--- config.mk ---
export PLATFORM = sky130hd
export DESIGN_NAME = rail_fence_transposer_unit_flat
export DESIGN_NICKNAME = d
export VERILOG_FILES = /design/src/rtl/core/rft_pkg.sv /design/src/rtl/core/rft_text_if.sv /design/src/rtl/core/rft_cipher_if.sv /design/src/rtl/core/rft_ctrl.sv /design/src/rtl/core/rft_datapath.sv /design/src/rtl/core/rail_fence_transposer_unit.sv /design/src/flat_wrapper.sv
export SDC_FILE = /design/constraint.sdc
export NUM_CORES = 1
export LEC_CHECK = 0
export ABC_AREA = 1
export BUFFER_PORTS_ARGS = -buffer_cell sky130_fd_sc_hd__buf_4
export CORE_UTILIZATION = 35
export CTS_CLUSTER_SIZE = 20
export DETAILED_ROUTE_END_ITERATION = 6
export GPL_TIMING_DRIVEN = 1
export PLACE_DENSITY = 0.48
export SLEW_MARGIN = 30
export SYNTH_ARGS = -nofsm -noshare
export SYNTH_HDL_FRONTEND = slang
export SYNTH_SLANG_ARGS = --single-unit
--- constraint.sdc ---
create_clock -name clk -period 4 [get_ports clk]
set_input_delay 0.2 -clock clk [delete_from_list [all_inputs] [get_ports clk]]
set_output_delay 0.2 -clock clk [all_outputs]
set_load 0.03 [all_outputs]
--- src/rtl/core/rft_pkg.sv ---
// rft_pkg: shared constants, controller state codes and the command/status
// structs between the rail fence controller and datapath.
// No dependencies; every other file of the block refers to it by scoped names.
package rft_pkg;

	// buffer geometry
	localparam int MAX_LEN = 64;
	localparam int ADDR_W  = $clog2(MAX_LEN);
	localparam int CNT_W   = ADDR_W + 1;

	// field widths
	localparam int CHAR_W = 8;
	localparam int ROWS_W = 7;
	// zigzag position and period: 2*rows-2 for 7-bit rows fits in 8 bits
	localparam int POS_W  = ROWS_W + 1;

	// register value after reset
	localparam logic [ROWS_W-1:0] ROWS_RESET = ROWS_W'(1);

	// controller states, one-hot
	typedef enum logic [2:0] {
		ST_LOAD = 3'b001,
		ST_PREP = 3'b010,
		ST_EMIT = 3'b100
	} state_t;

	// controller to datapath
	typedef struct packed {
		logic load;   // store the character of an input transfer
		logic prep;   // latch mode and period, rewind the sequencer
		logic issue;  // read one buffer entry into the output register
	} cmd_t;

	// datapath to controller
	typedef struct packed {
		logic out_free;  // output register can take a new result this cycle
		logic final_pos; // the sequencer points at the last result of the string
	} sts_t;

endpackage

--- src/rtl/core/rft_text_if.sv ---
// rft_text_if: valid/ready channel carrying input characters and last flag.
// Depends on rft_pkg for the character width.
interface rft_text_if;
	logic                      valid;
	logic                      ready;
	logic [rft_pkg::CHAR_W-1:0] in_char;
	logic                      in_last;

	modport source (output valid, output in_char, output in_last, input ready);
	modport sink   (input valid, input in_char, input in_last, output ready);
endinterface

--- src/rtl/core/rft_cipher_if.sv ---
// rft_cipher_if: valid/ready channel carrying transposed characters with
// last and overflow flags. Depends on rft_pkg for the character width.
interface rft_cipher_if;
	logic                      valid;
	logic                      ready;
	logic [rft_pkg::CHAR_W-1:0] out_char;
	logic                      out_last;
	logic                      overflow;

	modport source (output valid, output out_char, output out_last, output overflow,
		input ready);
	modport sink   (input valid, input out_char, input out_last, input overflow,
		output ready);
endinterface

--- src/rtl/core/rft_ctrl.sv ---
// rft_ctrl: controller state machine of the rail fence transposer.
// Depends on rft_pkg (state_t, cmd_t, sts_t).
module rft_ctrl (
	input  logic           clk,
	input  logic           arst_n,
	input  logic           in_valid,
	input  logic           in_last,
	output logic           in_ready,
	input  rft_pkg::sts_t  sts,
	output rft_pkg::cmd_t  cmd
);

	rft_pkg::state_t state_q;
	rft_pkg::state_t state_d;
	logic            in_xfer;

	// input handshake only while loading
	assign in_ready = (state_q == rft_pkg::ST_LOAD);
	assign in_xfer  = in_valid && in_ready;

	// commands
	always_comb begin
		cmd       = '0;
		cmd.load  = in_xfer;
		cmd.prep  = (state_q == rft_pkg::ST_PREP);
		cmd.issue = (state_q == rft_pkg::ST_EMIT) && sts.out_free;
	end

	// next state
	always_comb begin
		state_d = state_q;
		case (state_q)
			rft_pkg::ST_LOAD: begin
				if (in_xfer && in_last)
					state_d = rft_pkg::ST_PREP;
			end
			rft_pkg::ST_PREP: begin
				state_d = rft_pkg::ST_EMIT;
			end
			rft_pkg::ST_EMIT: begin
				if (sts.out_free && sts.final_pos)
					state_d = rft_pkg::ST_LOAD;
			end
			default: begin
				state_d = rft_pkg::ST_LOAD;
			end
		endcase
	end

	// state register
	always_ff @(posedge clk or negedge arst_n) begin
		if (!arst_n)
			state_q <= rft_pkg::ST_LOAD;
		else
			state_q <= state_d;
	end

endmodule

--- src/rtl/core/rft_datapath.sv ---
// rft_datapath: character buffer, fill count, zigzag address sequencer,
// rail count register and output register of the rail fence transposer.
// Depends on rft_pkg (geometry constants, cmd_t, sts_t).
module rft_datapath (
	input  logic                         clk,
	input  logic                         arst_n,
	input  logic                         num_rows_we,
	input  logic [rft_pkg::ROWS_W-1:0]   num_rows,
	input  logic [rft_pkg::CHAR_W-1:0]   in_char,
	input  rft_pkg::cmd_t                cmd,
	output rft_pkg::sts_t                sts,
	output logic                         out_valid,
	input  logic                         out_ready,
	output logic [rft_pkg::CHAR_W-1:0]   out_char,
	output logic                         out_last,
	output logic                         overflow
);

	logic [rft_pkg::CHAR_W-1:0] mem [rft_pkg::MAX_LEN];

	logic [rft_pkg::ROWS_W-1:0] rows_q;
	logic [rft_pkg::CNT_W-1:0]  count_q;
	logic                       ovf_q;

	logic                       direct_q;
	logic [rft_pkg::POS_W-1:0]  period_q;
	logic [rft_pkg::POS_W-1:0]  pos_q;
	logic [rft_pkg::ROWS_W-1:0] rail_q;
	logic                       phase_q;
	logic [rft_pkg::CNT_W-1:0]  emit_cnt_q;

	logic                       out_valid_q;
	logic [rft_pkg::CHAR_W-1:0] out_char_q;
	logic                       out_last_q;
	logic                       out_ovf_q;

	logic                       buf_full;
	logic                       final_pos;
	logic                       edge_rail;
	logic [rft_pkg::POS_W-1:0]  twice_rail;
	logic [rft_pkg::POS_W-1:0]  step;
	logic [rft_pkg::POS_W:0]    pos_sum;
	logic                       rail_end;
	logic [rft_pkg::ROWS_W-1:0] rail_nxt;

	assign buf_full  = (count_q == rft_pkg::CNT_W'(rft_pkg::MAX_LEN));
	assign final_pos = (emit_cnt_q == (count_q - rft_pkg::CNT_W'(1)));

	// zigzag step: edge rails jump a full period, middle rails alternate
	assign edge_rail  = (rail_q == '0) || (rail_q == (rows_q - rft_pkg::ROWS_W'(1)));
	assign twice_rail = {rail_q, 1'b0};
	always_comb begin
		if (edge_rail)
			step = period_q;
		else if (phase_q)
			step = twice_rail;
		else
			step = period_q - twice_rail;
	end
	assign pos_sum  = {1'b0, pos_q} + {1'b0, step};
	assign rail_end = (pos_sum >= (rft_pkg::POS_W+1)'(count_q));
	assign rail_nxt = rail_q + rft_pkg::ROWS_W'(1);

	// status to controller
	always_comb begin
		sts           = '0;
		sts.out_free  = !out_valid_q || out_ready;
		sts.final_pos = final_pos;
	end

	// rail count register
	always_ff @(posedge clk or negedge arst_n) begin
		if (!arst_n)
			rows_q <= rft_pkg::ROWS_RESET;
		else if (num_rows_we)
			rows_q <= num_rows;
	end

	// fill count and overflow mark
	always_ff @(posedge clk or negedge arst_n) begin
		if (!arst_n) begin
			count_q <= '0;
			ovf_q   <= 1'b0;
		end else if (cmd.issue && final_pos) begin
			count_q <= '0;
			ovf_q   <= 1'b0;
		end else if (cmd.load) begin
			if (buf_full)
				ovf_q <= 1'b1;
			else
				count_q <= count_q + rft_pkg::CNT_W'(1);
		end
	end

	// buffer write and registered read into the output character
	always_ff @(posedge clk) begin
		if (cmd.load && !buf_full)
			mem[count_q[rft_pkg::ADDR_W-1:0]] <= in_char;
		if (cmd.issue)
			out_char_q <= mem[pos_q[rft_pkg::ADDR_W-1:0]];
	end

	// address sequencer
	always_ff @(posedge clk or negedge arst_n) begin
		if (!arst_n) begin
			direct_q   <= 1'b1;
			period_q   <= '0;
			pos_q      <= '0;
			rail_q     <= '0;
			phase_q    <= 1'b0;
			emit_cnt_q <= '0;
		end else if (cmd.prep) begin
			direct_q   <= (rows_q <= rft_pkg::ROWS_W'(1)) ||
				((rft_pkg::POS_W)'(rows_q) >= (rft_pkg::POS_W)'(count_q));
			period_q   <= {rows_q, 1'b0} - rft_pkg::POS_W'(2);
			pos_q      <= '0;
			rail_q     <= '0;
			phase_q    <= 1'b0;
			emit_cnt_q <= '0;
		end else if (cmd.issue) begin
			emit_cnt_q <= emit_cnt_q + rft_pkg::CNT_W'(1);
			if (direct_q) begin
				pos_q <= pos_q + rft_pkg::POS_W'(1);
			end else if (rail_end) begin
				rail_q  <= rail_nxt;
				pos_q   <= rft_pkg::POS_W'(rail_nxt);
				phase_q <= 1'b0;
			end else begin
				pos_q   <= pos_sum[rft_pkg::POS_W-1:0];
				phase_q <= !phase_q;
			end
		end
	end

	// output register flags
	always_ff @(posedge clk or negedge arst_n) begin
		if (!arst_n) begin
			out_valid_q <= 1'b0;
			out_last_q  <= 1'b0;
			out_ovf_q   <= 1'b0;
		end else if (cmd.issue) begin
			out_valid_q <= 1'b1;
			out_last_q  <= final_pos;
			out_ovf_q   <= ovf_q;
		end else if (out_ready) begin
			out_valid_q <= 1'b0;
		end
	end

	assign out_valid = out_valid_q;
	assign out_char  = out_char_q;
	assign out_last  = out_last_q;
	assign overflow  = out_ovf_q;

endmodule

--- src/rtl/core/rail_fence_transposer_unit.sv ---
// rail_fence_transposer_unit: top level, joins controller and datapath.
// Depends on rft_pkg, rft_text_if, rft_cipher_if, rft_ctrl, rft_datapath.
//
//   channel   | direction | payload                       | transfer when
//   ----------+-----------+-------------------------------+--------------------
//   text      | in        | in_char[7:0], in_last         | valid && ready
//   cipher    | out       | out_char[7:0], out_last,      | valid && ready
//             |           | overflow                      |
//   num_rows  | in        | num_rows[6:0]                 | num_rows_we high
//
// Loading takes one character per cycle. After the last character, the PREP
// state sets up the zigzag sequencer; then one result leaves per cycle while
// the output is free, paced by the single read port of the character buffer.
// Input is held off (ready low) from the last character until the final
// result is loaded into the output register; a stalled output simply pauses
// the sequencer.
// Reset clears the fill count and flags; the buffer needs no clearing pass.
module rail_fence_transposer_unit (
	input  logic                       clk,
	input  logic                       arst_n,
	rft_text_if.sink                   text,
	rft_cipher_if.source               cipher,
	input  logic                       num_rows_we,
	input  logic [rft_pkg::ROWS_W-1:0] num_rows
);

	rft_pkg::cmd_t cmd;
	rft_pkg::sts_t sts;

	// controller
	rft_ctrl u_ctrl (
		.clk      (clk),
		.arst_n   (arst_n),
		.in_valid (text.valid),
		.in_last  (text.in_last),
		.in_ready (text.ready),
		.sts      (sts),
		.cmd      (cmd)
	);

	// datapath
	rft_datapath u_datapath (
		.clk         (clk),
		.arst_n      (arst_n),
		.num_rows_we (num_rows_we),
		.num_rows    (num_rows),
		.in_char     (text.in_char),
		.cmd         (cmd),
		.sts         (sts),
		.out_valid   (cipher.valid),
		.out_ready   (cipher.ready),
		.out_char    (cipher.out_char),
		.out_last    (cipher.out_last),
		.overflow    (cipher.overflow)
	);

endmodule

--- src/flat_wrapper.sv ---
// flat-port wrapper written by rule: the top's interface ports become plain ports
module rail_fence_transposer_unit_flat 
  (clk, arst_n, num_rows_we, num_rows, text_valid, text_in_char, text_in_last, text_ready, cipher_valid, cipher_out_char, cipher_out_last, cipher_overflow, cipher_ready);
  rft_text_if text_i ();
  rft_cipher_if cipher_i ();
  input  logic clk;
  input  logic arst_n;
  input  logic num_rows_we;
  input  logic [rft_pkg::ROWS_W-1:0] num_rows;
  input wire logic [$bits(text_i.valid)-1:0] text_valid;
  input wire logic [$bits(text_i.in_char)-1:0] text_in_char;
  input wire logic [$bits(text_i.in_last)-1:0] text_in_last;
  output wire logic [$bits(text_i.ready)-1:0] text_ready;
  output wire logic [$bits(cipher_i.valid)-1:0] cipher_valid;
  output wire logic [$bits(cipher_i.out_char)-1:0] cipher_out_char;
  output wire logic [$bits(cipher_i.out_last)-1:0] cipher_out_last;
  output wire logic [$bits(cipher_i.overflow)-1:0] cipher_overflow;
  input wire logic [$bits(cipher_i.ready)-1:0] cipher_ready;
  assign text_i.valid = text_valid;
  assign text_i.in_char = text_in_char;
  assign text_i.in_last = text_in_last;
  assign text_ready = text_i.ready;
  assign cipher_valid = cipher_i.valid;
  assign cipher_out_char = cipher_i.out_char;
  assign cipher_out_last = cipher_i.out_last;
  assign cipher_overflow = cipher_i.overflow;
  assign cipher_i.ready = cipher_ready;
  rail_fence_transposer_unit u_core (.clk(clk), .arst_n(arst_n), .text(text_i), .cipher(cipher_i), .num_rows_we(num_rows_we), .num_rows(num_rows));
endmodule
==> flow_summary.json <==
{
  "portBuffers": 32,
  "hold_viol": 0,
  "n_fill_cell": 6687,
  "final_area_um2": 29210,
  "relSlewSlack_pct": 35.04,
  "grt_pass1_wl_mm": 105.2,
  "avgRoutedWirePerCell_um": 20.75,
  "die_area_um2": 71940,
  "crit_path_max_incr_delay_ns": 0.54,
  "drive_gt1_share_pct": 12.52,
  "cp_max_fo": 7,
  "cts_tree": "yes",
  "multi_input_area_um2": 7321,
  "grt_pass1_vias": 17050,
  "maxCapViolCount": 0,
  "insertion_delay_ns": 0.59,
  "synthTopCellsByArea": "edfxtp_1 63%, nand2_1 7.0%, o21ai_0 5.6%",
  "syn-num-nets": 2315,
  "yosys_register_bits": 572,
  "setup-violations-final": 0,
  "area_growth_pct": 17.75,
  "synth.top_cell.area_share_pct": 62.95,
  "layoutNonFillerInstCount": 3354,
  "cts.clk_slew.worst_paths_ns": 0.06,
  "die_h_um": 268.2,
  "synth_edf_count": 520,
  "synthTopCellsByCount": "520 x edfxtp_1, 463 x nand2_1, 343 x nor2_1, 279 x o21ai_0, 121 x o22ai_1",
  "grt_antenna_before_repair": 0,
  "path_class": "register to register",
  "routed_wl_mm": 69.61,
  "rows": 97,
  "status": "finished clean",
  "grt_max_degree": 223,
  "synthCells": 2257,
  "seq_area_um2": 16930,
  "crit_arrival_ns": 4.45,
  "cp.required_ns": 4.53,
  "rsz0062_at_grt": "yes",
  "setup_ws_ns": 0.08004,
  "finalNetCount": 2426,
  "grt_usage_pct": 19.61,
  "dr.pass1.iters": 6,
  "synth-seq-area-share_pct": 68.21,
  "period_minus_slack_ns": 3.920,
  "io-pin-count": 33,
  "start_util_pct": 35.42,
  "worst_pin_slew_ns": 0.9743,
  "clock_sinks": 572,
  "pre_cts_slack_ns": -0.2399,
  "viasPerCell": 5.130,
  "finalClockSkew_ns": 0.01621,
  "worstRegToRegCells": 31,
  "min_path_cells": 1,
  "final_core_util_pct": 41.71,
  "overflow": 0,
  "vias": 17210,
  "numCtsBuffers": 66,
  "async_flop_share_pct": 9.091,
  "htreeDepth": 3,
  "critPathMostFrequentCell": "nand2_2",
  "fmax_mhz": 255.1,
  "power.total_w": 0.02041,
  "max-clock-path-buffers": 3,
  "ir_drop_v": 0.0004574,
  "ys_warn_count": 0,
  "yosysMostFrequentCell": "edfxtp_1",
  "postRouteAntennaNets": 0,
  "coreArea_um2": 70030,
  "place_hpwl_mm": 39.54,
  "slew_violations": 0,
  "startpoint_type": "register",
  "synth_top_area_cell": "edfxtp_1",
  "netlist_area_um2": 24810,
  "leakagePower_nw": 10.59,
  "drt_first_iter_violations": 1367,
  "crit_slowest_cell": "dfstp_2",
  "hold_class": "primary input to register",
  "dpl-instance-area_um2": 26580,
  "synth_top_flop_cell": "edfxtp_1",
  "drc_errors": 0,
  "gp_congestion": 0.8145,
  "post-route-period-util_pct": 98.00,
  "endpoint_kind": "register",
  "die_w_um": 268.2,
  "p_per_area_nw_per_um2": 698.9,
  "ys_types": 38,
  "syn_avg_cell_area_um2": 10.99,
  "dp_cells": 3209,
  "root_buffer": "clkbuf_16"
}
cells by family after synthesis:
family	share of synthesized area, %
adders and majority gates	1.927
and+or+nand+nor	15.90
buffers and inverters	3.279
xor gates and xnor gates	0.9180
AOI/OAI and AO/OA	9.765
DFF	68.21
worst max-delay path, delay by kind of cell (launching register included):
kind	cells	cell delay [ns]
buffers and inverters	4	0.35
adder cells (fa/ha/maj)	3	0.68
AO/OA/AOI/OAI	3	0.49
AND/OR/NAND/NOR	21	1.80
flip-flops	1	0.54
final timing paths:
path                                                  start                            to  slack, ns
worst max-delay path            u_core.u_datapath.rows_q[0]   u_core.u_datapath.rail_q[6]       0.08
worst min-delay path                        text_in_char[3]  u_core.u_datapath.mem[62][3]       0.19
worst max register to register  u_core.u_datapath.rows_q[0]   u_core.u_datapath.rail_q[6]       0.08
worst min register to register      u_core.u_datapath.ovf_q    u_core.u_datapath.overflow       0.48
max in group asynchronous                            arst_n    u_core.u_datapath.pos_q[1]       3.25
min in group asynchronous                            arst_n   u_core.u_datapath.rows_q[4]       0.21
layout make-up:
class                           instances  share of cell area, %
Clock inverter                         23                 0.7497
Sequential cell                       572                  57.96
Inverter                               85                  1.118
Antenna cell                            1               0.008568
Tap cell                              940                  4.027
Multi-Input combinational cell       1480                  25.06
Timing Repair Buffer                  163                  4.789
Clock buffer                           90                  6.284
report_power, final:
part | internal [W] | leakage (nW) | switching [W]
combinational | 0.00236 | 4.24 | 0.00509
sequential | 0.00686 | 5.34 | 0.000277
clock | 0.00346 | 1.01 | 0.00237
routing by layer:
layer | GRT usage (%) | up-vias | part of all wire, % | routed length [um]
li1 | - | 8192 | - | -
met1 | 26.36 | 8493 | 45 | 31220
met2 | 31.69 | 399 | 47 | 32870
met3 | 3.913 | 123 | 5.1 | 3522
met4 | 6.502 | 0 | 2.9 | 2008
met5 | 0 | - | 0 | 0
stage by stage:
step                      TNS, ns  hold slack, ns
after floorplan                 0        -0.09559
after global placement    -0.9292          0.2912
after detailed placement   -2.541          0.3034
after CTS                       0          0.2052
after global routing       -1.821          0.2119
final                           0          0.1880
layout by cell type, fill, tap and decap left out, types with 4 or more instances in the layout:
cell / instances
o22ai_1: 121
nand2_1: 450
nand3_1: 106
dlygate4sd3_1: 26
clkbuf_16: 69
clkinv_2: 13
nand3_2: 9
xor2_1: 21
inv_2: 8
edfxtp_1: 520
buf_4: 126
ha_4: 8
a21oi_2: 4
nand4_1: 19
a21oi_1: 30
buf_12: 6
o21ai_1: 4
nor3_1: 10
nor2_4: 5
buf_6: 4
inv_1: 68
clkbuf_1: 18
nand2_2: 14
o21ai_0: 278
bufinv_16: 4
ha_1: 27
dfrtp_1: 46
nor2_1: 342
clkinv_1: 11
flip-flops by register name (all words and copies together), names as in the netlist, 3 cells and up:
register                      cells
u_core.u_ctrl.state_q             3
u_core.u_datapath.count_q         7
u_core.u_datapath.emit_cnt_q      7
u_core.u_datapath.mem           512
u_core.u_datapath.out_char        8
u_core.u_datapath.period_q        7
u_core.u_datapath.pos_q           8
u_core.u_datapath.rail_q          7
u_core.u_datapath.rows_q          7
repair_timing:
item / in CTS / in global routing
pin swaps: 3 / 25
setup endpoints to repair: 15 / 15
hold buffers: 26 / 0
hold endpoints to repair: 60 / 0
gates cloned: 1 / 0
setup buffers: 1 / 2
resized for setup: 8 / 44
(Power assumes the default switching activity.)
